## src/rtl/w8u16_pkg.sv

```systemverilog
// Shared types, constants and byte classification for the WTF-8 to UTF-16 decoder.
package w8u16_pkg;

  localparam logic [15:0] REPL_UNIT = 16'hFFFD;
  localparam logic [15:0] HI_SURR_BASE = 16'hD800;
  localparam logic [15:0] LO_SURR_BASE = 16'hDC00;
  localparam logic [20:0] SUPP_OFFSET = 21'h10000;
  localparam logic [7:0] LEAD2_LO = 8'hC2;
  localparam logic [7:0] LEAD2_HI = 8'hDF;
  localparam logic [7:0] LEAD3_LO = 8'hE0;
  localparam logic [7:0] LEAD3_HI = 8'hEF;
  localparam logic [7:0] LEAD4_LO = 8'hF0;
  localparam logic [7:0] LEAD4_HI = 8'hF4;
  localparam logic [7:0] E0_MIN_SECOND = 8'hA0;
  localparam logic [7:0] F0_MIN_SECOND = 8'h90;
  localparam logic [7:0] F4_MAX_SECOND = 8'h8F;
  localparam logic [7:0] CONT_MASK = 8'hC0;
  localparam logic [7:0] CONT_TAG = 8'h80;

  // Held bytes plus the incoming one.
  localparam int unsigned SLOTS = 4;

  typedef struct packed {
    logic load;     // append the accepted byte
    logic emit_hi;  // emit the high surrogate, keep the bytes
    logic emit;     // emit the head result and consume its bytes
  } w8u16_cmd_t;

  typedef struct packed {
    logic stop;      // nothing decodable at the head
    logic four;      // head is a valid four-byte sequence
    logic out_free;  // output register can take a result
  } w8u16_sts_t;

  // Sequence length of a lead byte; zero for a byte that cannot lead.
  function automatic logic [2:0] seq_len(input logic [7:0] b);
    logic [2:0] n;
    n = 3'd0;
    if (b <= 8'h7F) n = 3'd1;
    else if (b >= LEAD2_LO && b <= LEAD2_HI) n = 3'd2;
    else if (b >= LEAD3_LO && b <= LEAD3_HI) n = 3'd3;
    else if (b >= LEAD4_LO && b <= LEAD4_HI) n = 3'd4;
    return n;
  endfunction

  function automatic logic is_cont(input logic [7:0] b);
    return (b & CONT_MASK) == CONT_TAG;
  endfunction

endpackage

```

## src/rtl/w8u16_if.sv

```systemverilog
// Stream interfaces for the decoder's byte input and code unit output.
interface w8u16_in_if;
  logic       valid;
  logic       ready;
  logic [7:0] data_byte;
  logic       final_byte;

  modport source (output valid, output data_byte, output final_byte, input ready);
  modport sink (input valid, input data_byte, input final_byte, output ready);
endinterface

interface w8u16_out_if;
  logic        valid;
  logic        ready;
  logic [15:0] code_unit;
  logic        was_error;
  logic        run_last;
  logic        string_done;

  modport source (output valid, output code_unit, output was_error, output run_last,
                  output string_done, input ready);
  modport sink (input valid, input code_unit, input was_error, input run_last,
                input string_done, output ready);
endinterface

```

## src/rtl/w8u16_ctrl.sv

```systemverilog
// Controller state machine: byte intake, result sequencing, surrogate pair phase.
module w8u16_ctrl (
  input  logic                  clk_i,
  input  logic                  rst_ni,
  input  logic                  in_valid_i,
  output logic                  in_ready_o,
  input  w8u16_pkg::w8u16_sts_t sts_i,
  output w8u16_pkg::w8u16_cmd_t cmd_o
);
  import w8u16_pkg::*;

  localparam logic [1:0] ST_IDLE = 2'd0;
  localparam logic [1:0] ST_DECODE = 2'd1;
  localparam logic [1:0] ST_PAIR = 2'd2;

  logic [1:0] state_q, state_d;

  always_comb begin
    state_d = state_q;
    in_ready_o = 1'b0;
    cmd_o = '0;
    case (state_q)
      ST_IDLE: begin
        in_ready_o = 1'b1;
        if (in_valid_i) begin
          cmd_o.load = 1'b1;
          state_d = ST_DECODE;
        end
      end
      ST_DECODE: begin
        if (sts_i.stop) begin
          state_d = ST_IDLE;
        end else if (sts_i.out_free) begin
          if (sts_i.four) begin
            cmd_o.emit_hi = 1'b1;
            state_d = ST_PAIR;
          end else begin
            cmd_o.emit = 1'b1;
          end
        end
      end
      ST_PAIR: begin
        if (sts_i.out_free) begin
          cmd_o.emit = 1'b1;
          state_d = ST_DECODE;
        end
      end
      default: begin
        state_d = ST_IDLE;
      end
    endcase
  end

  always_ff @(posedge clk_i or negedge rst_ni) begin
    if (!rst_ni) begin
      state_q <= ST_IDLE;
    end else begin
      state_q <= state_d;
    end
  end

endmodule

```

## src/rtl/w8u16_dp.sv

```systemverilog
// Datapath: held byte line, head sequence decode, lookahead and output register.
module w8u16_dp (
  input  logic                  clk_i,
  input  logic                  rst_ni,
  input  logic [7:0]            data_byte_i,
  input  logic                  final_byte_i,
  input  logic                  out_ready_i,
  output logic                  out_valid_o,
  output logic [15:0]           code_unit_o,
  output logic                  was_error_o,
  output logic                  run_last_o,
  output logic                  string_done_o,
  input  w8u16_pkg::w8u16_cmd_t cmd_i,
  output w8u16_pkg::w8u16_sts_t sts_o
);
  import w8u16_pkg::*;

  logic [7:0]  hold_q [SLOTS];
  logic [2:0]  count_q;
  logic        fin_q;

  logic        out_valid_q;
  logic [15:0] unit_q;
  logic        err_q, last_q, done_q;

  logic [7:0]  b0, b1, b2, b3;
  logic [2:0]  n, used, rest, next_len;
  logic        ok, short, more;
  logic [20:0] cp;
  logic [15:0] single_unit, hi_unit, lo_unit, emit_unit;
  logic [7:0]  next_head;

  assign b0 = hold_q[0];
  assign b1 = hold_q[1];
  assign b2 = hold_q[2];
  assign b3 = hold_q[3];

  // Head decode: a sequence is judged only once all its bytes are in or the string ends.
  always_comb begin
    n = seq_len(b0);
    short = n > count_q;
    ok = (n != 3'd0) && !short;
    if (n >= 3'd2 && !is_cont(b1)) ok = 1'b0;
    if (n >= 3'd3 && !is_cont(b2)) ok = 1'b0;
    if (n == 3'd4 && !is_cont(b3)) ok = 1'b0;
    if (b0 == LEAD3_LO && b1 < E0_MIN_SECOND) ok = 1'b0;
    if (b0 == LEAD4_LO && b1 < F0_MIN_SECOND) ok = 1'b0;
    if (b0 == LEAD4_HI && b1 > F4_MAX_SECOND) ok = 1'b0;
    if (n == 3'd1) ok = 1'b1;
    used = ok ? n : 3'd1;
  end

  always_comb begin
    cp = {b0[2:0], b1[5:0], b2[5:0], b3[5:0]} - SUPP_OFFSET;
    hi_unit = HI_SURR_BASE + {6'd0, cp[19:10]};
    lo_unit = LO_SURR_BASE | {6'd0, cp[9:0]};
    case (n)
      3'd1: single_unit = {8'd0, b0};
      3'd2: single_unit = {5'd0, b0[4:0], b1[5:0]};
      3'd3: single_unit = {b0[3:0], b1[5:0], b2[5:0]};
      default: single_unit = REPL_UNIT;
    endcase
    if (!ok) single_unit = REPL_UNIT;
    emit_unit = (ok && n == 3'd4) ? lo_unit : single_unit;
  end

  // Lookahead: does the byte after this sequence yield another result in this run?
  always_comb begin
    rest = count_q - used;
    case (used)
      3'd1: next_head = b1;
      3'd2: next_head = b2;
      3'd3: next_head = b3;
      default: next_head = b0;
    endcase
    next_len = seq_len(next_head);
    more = (rest != 3'd0) && (fin_q || next_len <= rest);
  end

  assign sts_o.stop = (count_q == 3'd0) || (!fin_q && short);
  assign sts_o.four = ok && (n == 3'd4);
  assign sts_o.out_free = !out_valid_q || out_ready_i;

  // Held byte line: append on load, shift out consumed bytes on emit.
  always_ff @(posedge clk_i) begin
    if (cmd_i.load) begin
      hold_q[count_q[1:0]] <= data_byte_i;
      fin_q <= final_byte_i;
    end else if (cmd_i.emit) begin
      case (used)
        3'd1: begin
          hold_q[0] <= b1;
          hold_q[1] <= b2;
          hold_q[2] <= b3;
        end
        3'd2: begin
          hold_q[0] <= b2;
          hold_q[1] <= b3;
        end
        3'd3: begin
          hold_q[0] <= b3;
        end
        default: begin
          hold_q[0] <= b0;
        end
      endcase
    end
  end

  always_ff @(posedge clk_i or negedge rst_ni) begin
    if (!rst_ni) begin
      count_q <= 3'd0;
    end else if (cmd_i.load) begin
      count_q <= count_q + 3'd1;
    end else if (cmd_i.emit) begin
      count_q <= rest;
    end
  end

  always_ff @(posedge clk_i or negedge rst_ni) begin
    if (!rst_ni) begin
      out_valid_q <= 1'b0;
    end else if (cmd_i.emit || cmd_i.emit_hi) begin
      out_valid_q <= 1'b1;
    end else if (out_ready_i) begin
      out_valid_q <= 1'b0;
    end
  end

  always_ff @(posedge clk_i) begin
    if (cmd_i.emit_hi) begin
      unit_q <= hi_unit;
      err_q <= 1'b0;
      last_q <= 1'b0;
      done_q <= 1'b0;
    end else if (cmd_i.emit) begin
      unit_q <= emit_unit;
      err_q <= !ok;
      last_q <= !more;
      done_q <= !more && fin_q;
    end
  end

  assign out_valid_o = out_valid_q;
  assign code_unit_o = unit_q;
  assign was_error_o = err_q;
  assign run_last_o = last_q;
  assign string_done_o = done_q;

endmodule

```

## src/rtl/wtf8_to_utf16_decoder_unit.sv

```systemverilog
// Top level of the WTF-8 to UTF-16 decoder: controller, datapath and assertions.
//
//   channel | dir | payload                                        | handshake
//   in_i    | in  | data_byte[7:0], final_byte                     | valid/ready
//   out_o   | out | code_unit[15:0], was_error, run_last, string_done | valid/ready
//
// Flow: a request is taken in idle, then each result it causes is emitted in turn;
//   the controller returns to idle when nothing decodable is left, and only then
//   takes a new byte. The single head decoder yields a surrogate pair for four bytes.
// Reset: rst_ni clears the controller, the held count and the output valid.
// Stalls: a full output register that is not taken holds the decoder in place; a new
//   request is taken while the last result of the previous one still waits.
module wtf8_to_utf16_decoder_unit (
  input  logic        clk_i,
  input  logic        rst_ni,
  w8u16_in_if.sink    in_i,
  w8u16_out_if.source out_o
);
  import w8u16_pkg::*;

  w8u16_cmd_t cmd;
  w8u16_sts_t sts;
  logic       in_ready;

  // Sequence requests and results.
  w8u16_ctrl u_ctrl (
    .clk_i      (clk_i),
    .rst_ni     (rst_ni),
    .in_valid_i (in_i.valid),
    .in_ready_o (in_ready),
    .sts_i      (sts),
    .cmd_o      (cmd)
  );

  // Hold bytes, decode the head sequence and drive the output register.
  w8u16_dp u_dp (
    .clk_i         (clk_i),
    .rst_ni        (rst_ni),
    .data_byte_i   (in_i.data_byte),
    .final_byte_i  (in_i.final_byte),
    .out_ready_i   (out_o.ready),
    .out_valid_o   (out_o.valid),
    .code_unit_o   (out_o.code_unit),
    .was_error_o   (out_o.was_error),
    .run_last_o    (out_o.run_last),
    .string_done_o (out_o.string_done),
    .cmd_i         (cmd),
    .sts_o         (sts)
  );

  assign in_i.ready = in_ready;

`ifndef SYNTHESIS
  // A taken request keeps the intake closed while its bytes are decoded.
  a_busy_after_req: assert property (@(posedge clk_i) disable iff (!rst_ni)
    (in_i.valid && in_i.ready) |=> !in_i.ready)
    else $error("request taken while previous one still decoding");

  // Never overwrite a result that is still waiting.
  a_emit_room: assert property (@(posedge clk_i) disable iff (!rst_ni)
    (cmd.emit || cmd.emit_hi) |-> sts.out_free)
    else $error("result emitted into a full output register");

  // The high surrogate is followed by its low half before any new intake.
  a_pair_closes: assert property (@(posedge clk_i) disable iff (!rst_ni)
    cmd.emit_hi |=> !in_i.ready && !cmd.load)
    else $error("surrogate pair broken by new request");
`endif

endmodule
```

## src/flat_wrapper.sv

```systemverilog
// flat-port wrapper written by rule: the top's interface ports become plain ports
module wtf8_to_utf16_decoder_unit_flat import w8u16_pkg::*;
  (clk_i, rst_ni, in_i_valid, in_i_data_byte, in_i_final_byte, in_i_ready, out_o_valid, out_o_code_unit, out_o_was_error, out_o_run_last, out_o_string_done, out_o_ready);
  w8u16_in_if in_i_i ();
  w8u16_out_if out_o_i ();
  input  logic clk_i;
  input  logic rst_ni;
  input wire logic [$bits(in_i_i.valid)-1:0] in_i_valid;
  input wire logic [$bits(in_i_i.data_byte)-1:0] in_i_data_byte;
  input wire logic [$bits(in_i_i.final_byte)-1:0] in_i_final_byte;
  output wire logic [$bits(in_i_i.ready)-1:0] in_i_ready;
  output wire logic [$bits(out_o_i.valid)-1:0] out_o_valid;
  output wire logic [$bits(out_o_i.code_unit)-1:0] out_o_code_unit;
  output wire logic [$bits(out_o_i.was_error)-1:0] out_o_was_error;
  output wire logic [$bits(out_o_i.run_last)-1:0] out_o_run_last;
  output wire logic [$bits(out_o_i.string_done)-1:0] out_o_string_done;
  input wire logic [$bits(out_o_i.ready)-1:0] out_o_ready;
  assign in_i_i.valid = in_i_valid;
  assign in_i_i.data_byte = in_i_data_byte;
  assign in_i_i.final_byte = in_i_final_byte;
  assign in_i_ready = in_i_i.ready;
  assign out_o_valid = out_o_i.valid;
  assign out_o_code_unit = out_o_i.code_unit;
  assign out_o_was_error = out_o_i.was_error;
  assign out_o_run_last = out_o_i.run_last;
  assign out_o_string_done = out_o_i.string_done;
  assign out_o_i.ready = out_o_ready;
  wtf8_to_utf16_decoder_unit u_core (.clk_i(clk_i), .rst_ni(rst_ni), .in_i(in_i_i), .out_o(out_o_i));
endmodule
```

## config.mk

```make
export PLATFORM = sky130hd
export DESIGN_NAME = wtf8_to_utf16_decoder_unit_flat
export DESIGN_NICKNAME = d
export VERILOG_FILES = /design/src/rtl/w8u16_pkg.sv /design/src/rtl/w8u16_if.sv /design/src/rtl/w8u16_ctrl.sv /design/src/rtl/w8u16_dp.sv /design/src/rtl/wtf8_to_utf16_decoder_unit.sv /design/src/flat_wrapper.sv
export SDC_FILE = /design/constraint.sdc
export NUM_CORES = 1
export LEC_CHECK = 0
export BUFFER_PORTS_ARGS = -buffer_cell sky130_fd_sc_hd__buf_2
export CORE_MARGIN = 8
export CORE_UTILIZATION = 60
export DETAILED_ROUTE_END_ITERATION = 6
export PLACE_DENSITY = 0.78
export SKIP_CTS_REPAIR_TIMING = 1
export SYNTH_ARGS = -nofsm -noshare
export SYNTH_HDL_FRONTEND = slang
export SYNTH_HIERARCHICAL = 1
export SYNTH_SLANG_ARGS = --single-unit
```

## constraint.sdc

```tcl
create_clock -name clk_i -period 5.7 [get_ports clk_i]
set_clock_uncertainty 0.2 [all_clocks]
set_input_delay 0.285 -clock clk_i [delete_from_list [all_inputs] [get_ports clk_i]]
set_output_delay 0.285 -clock clk_i [all_outputs]
set_load 0.02 [all_outputs]
```

==> results.tsv <==
metric	value	unit
clock buffer count from CTS	9	
met2 Track Usage GR	35.19	%
net total in the final layout	456	
min cycle time layout	5.167	ns
ys flop type	edfxtp_1	
DRT Pass-1 Iters	5	
vias in the first global route	3147	
routed wire length	10160	um
Hold Fails Final Rpt	0	
Gate Count Post-Synth	388	
largest net degree at the start of global routing	21	
Net Switching	1.344	mW
clock insertion delay at the later pin of the skew report	0.34	ns
Synth area leaders	edfxtp_1 38%, nand2_1 6.7%, ha_1 5.8%	
WP data required	5.58	ns
Cell Area, Placed	4038	um2
Seq/Total Area, Yosys	43.68	%
number of antenna repair diodes	0	
maximum VDD drop	0.3374	mV
DRC viols	0	
proportion of netlist area held by the largest area contributor	38.22	%
Commonest cells post-synth	69 x nand2_1, 49 x edfxtp_1, 23 x o21ai_0, 19 x nor2_1, 18 x ha_1	
R2R cell count	17	
warnings from Yosys	6	
RSZ-0062 raised after global routing	false	
period utilisation layout	90.64	%
Overall Global Routing Usage	23.05	%
Slew Viols, Final	0	
Switching Share	45.79	%
Layout area overhead	13.39	%
Worst path depth	17	
HPWL after DPL	7341	um
Max Cap Viol	0	
worst min-delay path category	in2async	
clk sinks	58	
Die W	96.11	um
most common cell in the netlist	nand2_1	
fraction of layout cells with a size suffix above 1	18.18	%
CTS tree	built	
CP bufs+invs	3	
Crit Path Category	reg2reg	
Final Setup Violations	0	
Clock Power Share	14.8	%
setup TNS	0	ns
flops & latches, synth	58	
Avg Inst Size Synth	9.923	um2
GPL Wtd Cong	0.9012	
die height	96.11	um
Post-synth EDFFs	49	
Worst Setup Start Kind	flop	
CTS root buf	clkbuf_8	
Worst-Margin Slew	0.7107	ns
Power Dens Cells	672.5	nW/um2
busiest grt layer	met2	
Max-Slew Margin vs Limit	52.26	%
placement row count	29	
core area	6277	um2
Initial DRC Count	322	
Largest stage delay, worst path	0.57	ns
pre-CTS setup slack	0.4192	ns
slowest cell on the critical path	edfxtp_1	
Final Cell Area	4365	um2
post-route ant nets	0	
CP delay by family, top	simple AND/OR/NAND/NOR gates	
Clock transition at path regs	0.08	ns
status	completed	
H-tree Lvls	3	
PortBufs	33	
ys async rst share	10.34	%
Highest Clock Rate	193.6	MHz
Synth cell types	67	
endpoint type of the worst setup path	flop	
worst path cell trace	nor2_1, a21boi_4, nor2_1, inv_1, ha_1, a31oi_1, a22o_4, nor3_1, nand3_1, buf_4, inv_1, nor3b_2, o211a_1, nor2b_2, nand3_1, a221oi_1, o21ai_1	
total power draw	2.936	mW
initial antenna violation count	0	
first-pass GRT wire length	16130	um
Vias/cell	6.597	
worst-path fanout max	12	
Yosys top cell by area	edfxtp_1	
Initial Utilization	61.33	%
Static Leak	1.747	nW
met1 Track Usage GR	29.98	%
Power Internal	1.591	mW
Mapped Area	3850	um2
num ports	34	
met3 usage	5.382	%
post-layout worst setup margin	0.5334	ns
GRT overflow	0	
Synth Net Count	420	
clock buffer depth	2	
Critical Path AT	5.05	ns
via count	3338	
Die Area	9236	um2
combinational share of power	53.1	%
Reg power frac	32.1	%
Avg WL per Cell	20.08	um
## worst reg2reg max path, stage by stage (launching register included)
cell,delay [ns]
edfxtp_1,0.57
nor2_1,0.31
a21boi_4,0.17
nor2_1,0.35
inv_1,0.09
ha_1,0.30
a31oi_1,0.31
a22o_4,0.24
nor3_1,0.08
nand3_1,0.10
buf_4,0.17
inv_1,0.08
nor3b_2,0.23
o211a_1,0.38
nor2b_2,0.48
nand3_1,0.31
a221oi_1,0.39
o21ai_1,0.14
## metrics by stage
step / hold WS (ns) / util [%] / std cells
2_1_floorplan: -0.2106 / - / 388
6_report: 0.1230 / 69.54 / 506
5_1_grt: 0.1126 / 69.54 / 506
3_3_place_gp: -0.06988 / 64.32 / 480
4_1_cts: -0.4443 / 67.91 / 496
3_5_place_dp: -0.06687 / 64.32 / 480
## power groups by stage
| stage | registers, mW | logic, mW | clock network [mW] |
|---|---|---|---|
| after global placement | 0.939 | 1.49 | 0 |
| final | 0.942 | 1.56 | 0.435 |
| after CTS | 0.931 | 1.53 | 0.441 |
| after global routing | 0.961 | 1.71 | 0.459 |
| after detailed placement | 0.939 | 1.52 | 0 |
| after floorplan | 0.931 | 1.15 | 0 |
## metal layers
| metal | up-vias | routed length [um] | share of wire (%) |
|---|---|---|---|
| li1 | 1522 | - | - |
| met1 | 1565 | 4234 | 42 |
| met2 | 217 | 4628 | 46 |
| met3 | 34 | 1003 | 9.9 |
| met4 | 0 | 293 | 2.9 |
| met5 | - | 0 | 0 |
## final cells by class
type / instances / area [um2]
clock buffer: 9 / 123.9
clock inverter: 7 / 101.3
tap: 77 / 96.34
sequential: 58 / 1682
timing repair buffer: 49 / 310.3
fill: 494 / 1912
inverter: 18 / 67.56
multi-input combinational: 288 / 1984
## worst paths after layout
check / start / to / slack, ns
setup / recovery: u_core/u_dp/hold_q[0][2] / u_core/u_dp/hold_q[0][5] / 0.53
hold / removal: rst_ni / u_core/u_dp/out_valid_o / 0.12
setup reg to reg: u_core/u_dp/hold_q[0][2] / u_core/u_dp/hold_q[0][5] / 0.53
hold reg to reg: u_core/u_dp/string_done_o / u_core/u_dp/string_done_o / 0.28
max in group asynchronous: rst_ni / u_core/u_dp/count_q[2] / 5.01
min in group clk_i: out_o_ready / u_core/u_dp/out_valid_o / 0.14
## cell families after synthesis
family,count (synthesis),share of synthesized area [%]
AO/OA/AOI/OAI,110,21.61
XOR/XNOR,5,1.138
adder cells (fa/ha/maj),19,6.370
buffers and inverters,42,4.842
flip-flops,58,43.68
multiplexers,10,2.730
AND/OR/NAND/NOR,144,19.63
## sequential cells by signal, summed over array words and instances (netlist names)
name	count
u_core/u_ctrl/state_q	2
u_core/u_dp/out_valid_o	1
u_core/u_dp/code_unit_o	16
u_core/u_dp/fin_q	1
u_core/u_dp/count_q	3
u_core/u_dp/run_last_o	1
u_core/u_dp/was_error_o	1
u_core/u_dp/string_done_o	1
u_core/u_dp/hold_q	32
## cells in the final DEF, fill, tap and decap left out, types with 8 or more instances in the layout
cell type      instances
nand2_1               69
edfxtp_1              49
buf_2                 33
o21ai_0               23
nor2_1                19
ha_1                  18
inv_1                 17
a31oi_1               11
dlygate4sd3_1         10
and2_1                10
clkbuf_8               9
nand2b_1               8
a21o_1                 8
a222oi_1               8
Note: power is estimated with default switching activity, not from simulation.
